==> src/ddfp_pkg.sv <==
// Package for the decimal degree parser: phase codes, character codes,
// fraction digit weights and the per-field result struct.
// No dependencies.
`timescale 1ns / 1ps

package ddfp_pkg;

  localparam int FRACTION_DIGITS = 7;    // up to 7 fraction digits kept
  localparam int WHOLE_LIMIT     = 181;  // largest accepted integer part

  localparam logic [23:0] DEG_SCALE  = 24'd10000000;
  localparam logic [7:0]  CHAR_ZERO  = 8'h30;
  localparam logic [7:0]  CHAR_NINE  = 8'h39;
  localparam logic [7:0]  CHAR_POINT = 8'h2E;

  // parse phase codes
  localparam logic [1:0] PH_START = 2'd0;
  localparam logic [1:0] PH_WHOLE = 2'd1;
  localparam logic [1:0] PH_FRAC  = 2'd2;
  localparam logic [1:0] PH_SKIP  = 2'd3;

  // finished field, before scaling
  typedef struct packed {
    logic [7:0]  whole;
    logic [23:0] frac;
    logic        bad;
  } field_result_t;

  // weight of the fraction digit at a given position: 10^6 down to 1
  function automatic logic [23:0] frac_weight(input logic [2:0] pos);
    logic [23:0] w;
    unique case (pos)
      3'd0:    w = 24'd1000000;
      3'd1:    w = 24'd100000;
      3'd2:    w = 24'd10000;
      3'd3:    w = 24'd1000;
      3'd4:    w = 24'd100;
      3'd5:    w = 24'd10;
      3'd6:    w = 24'd1;
      default: w = 24'd0;
    endcase
    return w;
  endfunction

endpackage

==> src/ddfp_parse.sv <==
// Per-character parse state of the degree field and its update logic.
// Gives the finished field combinationally on the field's last character.
// Depends on ddfp_pkg.
`timescale 1ns / 1ps

module ddfp_parse #(
  parameter int FRACTION_DIGITS = ddfp_pkg::FRACTION_DIGITS,
  parameter int WHOLE_LIMIT     = ddfp_pkg::WHOLE_LIMIT
) (
  input  logic                   clk,
  input  logic                   rst,
  input  logic                   fire,
  input  logic [7:0]             char_code,
  input  logic                   last_char,
  output ddfp_pkg::field_result_t result
);

  logic [1:0]  phase, phase_next;
  logic [7:0]  whole, whole_next;
  logic [23:0] frac, frac_next;
  logic [2:0]  count, count_next;
  logic        err, err_next;

  logic        digit;
  logic [3:0]  dval;
  logic [11:0] whole_mac;
  logic        done_field_bad;

  assign digit     = (char_code >= ddfp_pkg::CHAR_ZERO) && (char_code <= ddfp_pkg::CHAR_NINE);
  assign dval      = digit ? 4'(char_code - ddfp_pkg::CHAR_ZERO) : 4'd0;
  assign whole_mac = 12'(whole) * 12'd10 + 12'(dval);

  always_comb begin
    phase_next = phase;
    whole_next = whole;
    frac_next  = frac;
    count_next = count;
    err_next   = err;
    unique case (phase)
      ddfp_pkg::PH_START: begin
        if (digit) begin
          whole_next = 8'(dval);
          phase_next = ddfp_pkg::PH_WHOLE;
        end else begin
          err_next   = 1'b1;
          phase_next = ddfp_pkg::PH_SKIP;
        end
      end
      ddfp_pkg::PH_WHOLE: begin
        if (digit) begin
          whole_next = (whole_mac > 12'd255) ? 8'd255 : whole_mac[7:0];
        end else if (char_code == ddfp_pkg::CHAR_POINT &&
                     whole <= 8'(WHOLE_LIMIT)) begin
          phase_next = ddfp_pkg::PH_FRAC;
        end else begin
          err_next   = 1'b1;
          phase_next = ddfp_pkg::PH_SKIP;
        end
      end
      ddfp_pkg::PH_FRAC: begin
        if (digit) begin
          if (4'(count) < 4'(FRACTION_DIGITS)) begin
            frac_next  = frac + 24'(dval) * ddfp_pkg::frac_weight(count);
            count_next = count + 3'd1;
          end
          if (4'(count_next) >= 4'(FRACTION_DIGITS)) begin
            phase_next = ddfp_pkg::PH_SKIP;
          end
        end else begin
          phase_next = ddfp_pkg::PH_SKIP;
        end
      end
      default: ;
    endcase
  end

  // field ending before its point is malformed
  assign done_field_bad = err_next || (phase_next == ddfp_pkg::PH_START) ||
                          (phase_next == ddfp_pkg::PH_WHOLE);

  assign result.whole = whole_next;
  assign result.frac  = frac_next;
  assign result.bad   = done_field_bad;

  always_ff @(posedge clk) begin
    if (rst || (fire && last_char)) begin
      phase <= ddfp_pkg::PH_START;
      whole <= 8'd0;
      frac  <= 24'd0;
      count <= 3'd0;
      err   <= 1'b0;
    end else if (fire) begin
      phase <= phase_next;
      whole <= whole_next;
      frac  <= frac_next;
      count <= count_next;
      err   <= err_next;
    end
  end

  // a field always starts from a clean state
  a_restart: assert property (@(posedge clk) disable iff (rst)
    fire && last_char |=> phase == ddfp_pkg::PH_START && count == 3'd0 && !err)
    else $error("parser did not restart after last character");

endmodule

==> src/decimal_degree_to_fixed_parser.sv <==
// A result passes the input, field result and output registers, in that order.
// Throughput: one character per cycle while no held last character waits for room in
// the field register; each register moves on its own, so bubbles between fields collapse.
// The parse state is updated once per character by a single pass of logic.
// Reset (synchronous, active high) empties all stages and starts a new field.
// Depends on ddfp_pkg and ddfp_parse.
`timescale 1ns / 1ps

module decimal_degree_to_fixed_parser #(
  parameter int FRACTION_DIGITS = ddfp_pkg::FRACTION_DIGITS,
  parameter int WHOLE_LIMIT     = ddfp_pkg::WHOLE_LIMIT
) (
  input  logic        clk,
  input  logic        rst,
  // character channel
  input  logic        char_valid,
  output logic        char_stall,
  input  logic [7:0]  char_code,
  input  logic        last_char,
  // result channel
  output logic        result_valid,
  input  logic        result_stall,
  output logic [30:0] fixed_degrees,
  output logic        bad_field
);

  // input register
  logic       in_valid;
  logic [7:0] in_code;
  logic       in_last;

  // field result register (one entry per finished field)
  logic                    fld_valid;
  ddfp_pkg::field_result_t fld;
  ddfp_pkg::field_result_t fld_next;

  logic out_free;   // output register can take a new result
  logic fld_free;   // field register can take a new field
  logic in_fire;    // held character is applied to the parse state
  logic in_take;    // a new character transfer happens this cycle

  logic [31:0] scaled;

  assign out_free = !result_valid || !result_stall;
  assign fld_free = !fld_valid || out_free;
  // only a last character needs room downstream; others just update state
  assign in_fire  = in_valid && (!in_last || fld_free);
  assign char_stall = in_valid && !in_fire;
  assign in_take  = char_valid && !char_stall;

  always_ff @(posedge clk) begin
    if (rst) begin
      in_valid <= 1'b0;
    end else if (in_take) begin
      in_valid <= 1'b1;
    end else if (in_fire) begin
      in_valid <= 1'b0;
    end
  end

  always_ff @(posedge clk) begin
    if (in_take) begin
      in_code <= char_code;
      in_last <= last_char;
    end
  end

  ddfp_parse #(
    .FRACTION_DIGITS (FRACTION_DIGITS),
    .WHOLE_LIMIT     (WHOLE_LIMIT)
  ) u_parse (
    .clk       (clk),
    .rst       (rst),
    .fire      (in_fire),
    .char_code (in_code),
    .last_char (in_last),
    .result    (fld_next)
  );

  always_ff @(posedge clk) begin
    if (rst) begin
      fld_valid <= 1'b0;
    end else if (in_fire && in_last) begin
      fld_valid <= 1'b1;
    end else if (out_free) begin
      fld_valid <= 1'b0;
    end
  end

  always_ff @(posedge clk) begin
    if (in_fire && in_last) begin
      fld <= fld_next;
    end
  end

  // degrees * 10^7 + fraction; integer part is at most the limit when good
  assign scaled = 32'(fld.whole) * 32'(ddfp_pkg::DEG_SCALE) + 32'(fld.frac);

  always_ff @(posedge clk) begin
    if (rst) begin
      result_valid <= 1'b0;
    end else if (out_free) begin
      result_valid <= fld_valid;
    end
  end

  always_ff @(posedge clk) begin
    if (out_free && fld_valid) begin
      fixed_degrees <= fld.bad ? 31'd0 : scaled[30:0];
      bad_field     <= fld.bad;
    end
  end

  // a bad field never carries a value
  a_bad_zero: assert property (@(posedge clk) disable iff (rst)
    result_valid && bad_field |-> fixed_degrees == 31'd0)
    else $error("bad field with nonzero value");

  // a good field stays below (limit + 1) degrees
  a_good_range: assert property (@(posedge clk) disable iff (rst)
    result_valid && !bad_field |->
      32'(fixed_degrees) < 32'(WHOLE_LIMIT + 1) * 32'(ddfp_pkg::DEG_SCALE))
    else $error("good field out of range");

  // a finished field waiting on a stalled output is not dropped
  a_fld_hold: assert property (@(posedge clk) disable iff (rst)
    fld_valid && !out_free |=> fld_valid && $stable(fld))
    else $error("field result lost while output stalled");

endmodule
==> config.mk <==
export PLATFORM = sky130hd
export DESIGN_NAME = decimal_degree_to_fixed_parser
export DESIGN_NICKNAME = d
export VERILOG_FILES = /design/src/ddfp_pkg.sv /design/src/ddfp_parse.sv /design/src/decimal_degree_to_fixed_parser.sv
export SDC_FILE = /design/constraint.sdc
export NUM_CORES = 1
export LEC_CHECK = 0
export BUFFER_PORTS_ARGS = -buffer_cell sky130_fd_sc_hd__buf_2
export CORE_ASPECT_RATIO = 2
export CORE_MARGIN = 8
export CORE_UTILIZATION = 40
export CTS_CLUSTER_SIZE = 12
export DETAILED_ROUTE_END_ITERATION = 16
export SYNTH_ARGS = -nofsm -noshare
export SYNTH_HDL_FRONTEND = slang
export SYNTH_HIERARCHICAL = 1
export SYNTH_SLANG_ARGS = --single-unit
==> constraint.sdc <==
create_clock -name clk -period 9.3 [get_ports clk]
set_input_delay 0.93 -clock clk [delete_from_list [all_inputs] [get_ports clk]]
set_output_delay 0.93 -clock clk [all_outputs]
set_load 0.01 [all_outputs]
* Word level (Yosys, flattened, before mapping) *
Index checks and enable logic that the tools add are counted.

storage, ports and cells
  flip-flop bits (word level) = 115
  output and inout port bits = 34

operators by class
  $mul = 3
  multiplexer cells = 29
  magnitude comparators = 6
  reduce and logical (&&, ||, !) cells = 25
  $add $sub $neg = 5
  equality and inequality tests = 10

operator list
  operator                                                        number
  two-way mux 24 bit                                              6
  case mux 20 bit (7 select lines)                                1
  adder 31 x 24 -> 31 bit                                         1
  adder 24 bit                                                    1
  multiplier 4 x 24 -> 24 bit                                     1
  multiplier 8 x 17 -> 24 bit, second input constant              1
  two-way mux 8 bit                                               3
  case mux 8 bit (2 select lines)                                 1
  adder 12 x 4 -> 12 bit                                          1
  greater-than comparator 12 x 8 -> 1 bit, second input constant  1
  multiplier 8 x 3 -> 11 bit, second input constant               1
  == test 3 bit, second input constant                            3
  two-way mux 3 bit                                               3
  == test 8 x 6 -> 1 bit, second input constant                   1
  >= comparator 8 x 6 -> 1 bit, second input constant             1
  <= comparator 8 x 6 -> 1 bit, second input constant             1
  <= comparator 8 bit, second input constant                      1
  two-way mux 1 bit                                               8
  two-way mux 2 bit                                               4
  logical AND 1 bit                                               7
  == test 3 x 2 -> 1 bit, second input constant                   2
  logical NOT 1 bit                                               6
  logical OR 1 bit                                                6
  case mux 2 bit (3 select lines)                                 1
  other kinds (13)                                                16

* Depth between registers and ports, before layout *
  word-level depth = 11
  gate-level depth with buffers = 22

* By module *
Netlist, hierarchy kept.

by module, submodules not included
  module                          area an instance (µm²)  cells each  seq. area each (µm²)  times used
  decimal_degree_to_fixed_parser  5527.8                  482         2282.2                1
  ddfp_parse                      5391.4                  689         760.7                 1

* Worst setup path before layout *
Ideal clock, no wire load.

  kind = flip-flop to flip-flop
  start point = reg fld[31] (netlist name)
  end point = reg fixed_degrees[28], data pin
  setup time = 0.266 ns
  period minus slack after synthesis = 5.500 ns
  cell stages (with the launch flop) = 21
  buffers on the path = 0
  data arrival time = 5.234 ns
  path slack = 3.800 ns
  cell sequence = edfxtp_1 -> inv_1 -> ha_1 -> inv_1 -> fa_1 -> fa_1 -> fa_1 -> ha_1 -> o211a_1 -> a221o_1 -> a21o_1 -> a21oi_1 -> xnor2_1 -> ha_1 -> and3_1 -> o221ai_1 -> a31oi_1 -> a31oi_1 -> nor4_1 -> xor2_1 -> nor2_1

on the way
  cells in the longest elaborated chain, start to end = 2

ends and longest elaborated chain
  what                         RTL line                               RTL
  from (decl)                  decimal_degree_to_fixed_parser.sv:34   ddfp_pkg::field_result_t fld;
  from (signal assigned)       decimal_degree_to_fixed_parser.sv:92   fld <= fld_next;
  multiplier 8 x 17 -> 24 bit  decimal_degree_to_fixed_parser.sv:97   assign scaled = 32'(fld.whole) * 32'(ddfp_pkg::DEG_SCALE) + 32'(fld.frac);
  adder 31 x 24 -> 31 bit      decimal_degree_to_fixed_parser.sv:97
  to (signal assigned)         decimal_degree_to_fixed_parser.sv:109  fixed_degrees <= fld.bad ? 31'd0 : scaled[30:0];
  to (decl)                    decimal_degree_to_fixed_parser.sv:23   output logic [30:0] fixed_degrees,

No other way between the ends.
A chain may end at the register's enable or synchronous reset.

==> summary.md <==
| Metric | Value |
|---|---|
| Count of clock tree sinks | 115 |
| Most Frequent Cell on Critical Path | sky130_fd_sc_hd__fa_1 |
| Cell accounting for the most synthesized area | sky130_fd_sc_hd__edfxtp_1 |
| Mapped cell area | approximately 11000 sq um |
| Critical path class | register to register |
| I/O pin count | 47 |
| Reg2Reg Capture Point | fld[23]$_DFFE_PP_ |
| DR iter-0 viols | about 310 |
| Vert. Die Dim | 250 microns |
| Multiplexer share of the synthesized area | ~2.4% |
| Post-layout minimum cycle time | 6.32 ns |
| Synth top area share | 20.4% |
| Initial antenna violation count | 0 |
| Actual slew at the worst max-slew pin | between 0.9 and 1 ns |
| Lkg Pwr | about 5.5 nW |
| Final instance area | 12100 sq um |
| Seq/Total Area, Yosys | 27.9% |
| Clk Tree Root Cell | sky130_fd_sc_hd__clkbuf_16 |
| Number of nets produced by synthesis | 1401 |
| Cell family with the largest share of critical-path delay | adder cells |
| Worst reg-to-reg setup slack | 2.98 ns |
| GRT Residual Overflow | 0 |
| Cells after Synth | 1171 |
| RSZ-0062 raised after global routing | no |
| Type of element launching the critical path | register |
| Share of synthesized flip-flops with an asynchronous set or reset | 0% |
| WP data required | ~9.5 ns |
| Number of gates given a new drive strength after cts | 0 |
| Crit Reg-Reg Startpoint | in_code[7]$_DFFE_PP_ |
| Later-pin clock latency in the skew report | roughly 0.43 ns |
| Synthesis-to-layout area growth | 10.7% |
| Peak supply drop | around 0.12 mV |
| Worst path cell trace | nor3b_1, and2_1, nand3_1, nor2_1, fa_1, fa_1, inv_1, fa_1, inv_1, ha_1, a211oi_1, o211ai_1, a41oi_2, o41ai_2, a31o_2, a31o_1, a21oi_1, xor2_1, o21ai_0 |
| Detailed-route via count | approximately 8300 |
| Max-cap violation count | 0 |
| Number of hold violations in the final report | 0 |
| Hold path cells | 2 |
| End point of the critical path | fld[23]$_DFFE_PP_ |
| Part of the cycle the worst path needs | 68.0% |
| CTS Hold Bufs | 0 |
| Count of flip-flops with a built-in enable after synthesis | 74 |
| List of most frequent post-synthesis cells | 175 x sky130_fd_sc_hd__inv_1, 146 x sky130_fd_sc_hd__ha_1, 114 x sky130_fd_sc_hd__nor2_1, 87 x sky130_fd_sc_hd__nand2_1, 78 x sky130_fd_sc_hd__a21oi_1 |
| Largest net degree at the start of global routing | 35 |
| Cell types with the largest area share after synthesis | sky130_fd_sc_hd__edfxtp_1 20%, sky130_fd_sc_hd__ha_1 17%, sky130_fd_sc_hd__fa_1 13% |
| First-pass iteration count of the detailed router | 4 |
| Largest family of logic cells by synthesized area | adder cells |
| Average routed wire per standard cell | 17.4 microns |
| Crit path capture type | register |
| Cts bufs inserted | 17 |
| Max-slew violation count | 0 |
| DR vias/cell | 5.30 |
| Length in cells of the worst reg-to-reg path | 19 |
| Via count of the first global-routing pass | 8826 |
| Maximum fanout encountered on the critical timing path | 13 |
| Initial standard-cell utilization of the core | 40.6% |
| Dominant cell by count in the synthesized netlist | sky130_fd_sc_hd__inv_1 |
| Detail Placement HPWL | between 20000 and 25000 microns |
| DRC | 0 |
| Maximum clock rate | 158 MHz |
| Nets | 1444 |
| Count of filler cells inserted in the layout | approximately 2600 |
| Most frequently used flop master after synthesis | sky130_fd_sc_hd__edfxtp_1 |
| Total of endpoints with negative setup slack in the final report | 0 |
| Slowest-stage cell, CP | sky130_fd_sc_hd__fa_1 |
| Final GP Congestion | 0.925 |
| Level count of the clock H-tree | 4 |
| Number of flip-flops and latches in the synthesized netlist | ~120 |
| Wire length after detailed routing | about 27000 microns |
| HP Class | register to register |
| Total stage count of the critical path | 19 |
| Xor/xnor share of the synthesized area | 4.65% |
| Global routing usage summed across all routing layers | between 10% and 20% |
| Critical path's largest stage delay | 0.58 ns |
| Post-synthesis average cell area | between 9 and 10 sq um |
| Number of buffer cells added on primary ports | 46 |
| Setup crit start | in_code[7]$_DFFE_PP_ |
| Post-detailed-placement cell area | 11500 sq um |
| Die boundary width | 133 microns |
| Simple-Gate Fraction of Synth Area | 13.2% |
| Clock tree from TritonCTS | done |
| Maximum count of clock buffers along a single path | 2 |
| Status | complete, no violations |
| Final antenna-violating net count | 0 |
| Overall die area | 33200 sq um |
| First-pass GRT wire length | around 45000 microns |
| Power Dens Cells | 148 nW/um^2 |
| Core Box Area | 26900 sq um |
| Fraction of the mapped netlist area in adder cells | 29.7% |
| Clock slew seen by the registers of the worst setup and hold paths | 0.06 ns |
| Count of cell types in the netlist | 79 |
| Critical path buffer and inverter count | 2 |
| Relative max-transition margin | 33.3% |
| Area fraction in compound gates after synthesis | 15.0% |
| Total negative slack for setup checks | 0 ns |
| Antenna diode count | 0 |
| Max Clock Skew | 0.0118 ns |
| Number of warnings issued by yosys | 6 |
| Worst path arrival time | 6.47 ns |
| Number of post-CTS setup repair buffers | 0 |
| Fraction of layout cells with a size suffix above 1 | between 10% and 20% |
| Number of cell rows | 85 |
[cell usage in the layout (no fill, tap or decap), types with 25 or more instances in the layout]
cell,netlist,layout
sky130_fd_sc_hd__a21oi_1,78,78
sky130_fd_sc_hd__buf_2,1,46
sky130_fd_sc_hd__dfxtp_1,41,41
sky130_fd_sc_hd__edfxtp_1,74,74
sky130_fd_sc_hd__fa_1,71,71
sky130_fd_sc_hd__ha_1,146,146
sky130_fd_sc_hd__inv_1,175,175
sky130_fd_sc_hd__nand2_1,87,87
sky130_fd_sc_hd__nor2_1,114,114
sky130_fd_sc_hd__o21ai_0,35,35
sky130_fd_sc_hd__xnor2_1,33,33
sky130_fd_sc_hd__xor2_1,25,25
[tightest hold or removal path, delay by kind of cell, from the launching register on]
| kind | cells | cell delay, ns |
|---|---|---|
| AO/OA/AOI/OAI | 1 | 0.05 |
| flip-flops | 1 | 0.32 |
| AND/OR/NAND/NOR | 1 | 0.06 |
[kinds of logic after synthesis]
family | Yosys count
buf+inv | 205
compound gates | 242
xor+xnor | 58
mux | 23
flops | 115
fa+ha+maj | 217
simple gates | 311
[metrics by stage]
step	hold WS [ns]	util [%]	std cells	setup WS, ns	power (mW)
2_1_floorplan	0.446	-	1171	3.80	1.05
3_3_place_gp	0.456	42.9	1543	3.16	1.18
3_5_place_dp	0.461	42.9	1543	3.05	1.19
4_1_cts	0.469	44.9	1574	3.01	1.81
5_1_grt	0.489	44.9	1574	2.64	1.90
6_report	0.474	44.9	1574	2.98	1.79
[state kept, by name (all words and copies together) (netlist names), 2 cells and up, named ones only]
signal and count:
in_code 8, u_parse/whole 8, u_parse/phase 2, u_parse/frac 24, fixed_degrees 31, fld 33
[cell type report]
class / instances / area, sq um / share of cell area, %
clock buffers: 26 / 500 / 4.14
clock inverters: 5 / 52.6 / 0.435
inverters: 176 / 661 / 5.46
multi-input cells: 851 / 7120 / 58.9
flip-flops and latches: 115 / 3040 / 25.2
well taps: 348 / 435 / 3.60
repair buffers: 53 / 283 / 2.34
[power breakdown]
group          internal, mW  leakage, nW  switching [mW]
Sequential            0.569         1.02          0.0119
Combinational         0.247         4.24           0.349
Clock                 0.394        0.269           0.224
[how the worst min path moves through the flow]
stage | end | start | slack [ns]
after floorplan | u_parse/frac[10]$_SDFFE_PP0P_ | u_parse/frac[10]$_SDFFE_PP0P_ | 0.45
after detailed placement | u_parse/frac[15]$_SDFFE_PP0P_ | u_parse/frac[15]$_SDFFE_PP0P_ | 0.46
after global routing | u_parse/frac[15]$_SDFFE_PP0P_ | u_parse/frac[15]$_SDFFE_PP0P_ | 0.49
after global placement | u_parse/frac[10]$_SDFFE_PP0P_ | u_parse/frac[10]$_SDFFE_PP0P_ | 0.46
final | u_parse/frac[13]$_SDFFE_PP0P_ | u_parse/frac[13]$_SDFFE_PP0P_ | 0.47
after CTS | u_parse/frac[15]$_SDFFE_PP0P_ | u_parse/frac[15]$_SDFFE_PP0P_ | 0.47
[metal layers]
layer  wire length, microns  up-vias  share of wire [%]  track usage (%)
met1                   9050     4018                 33             14.9
met5                      0        -                  0                0
li1                       -     4096                  -                -
met2                  16400      146                 60             34.8
met4                   1410        0                5.2             10.6
met3                    495       76                1.8             2.58
Power figures use the tool's default switching activity.
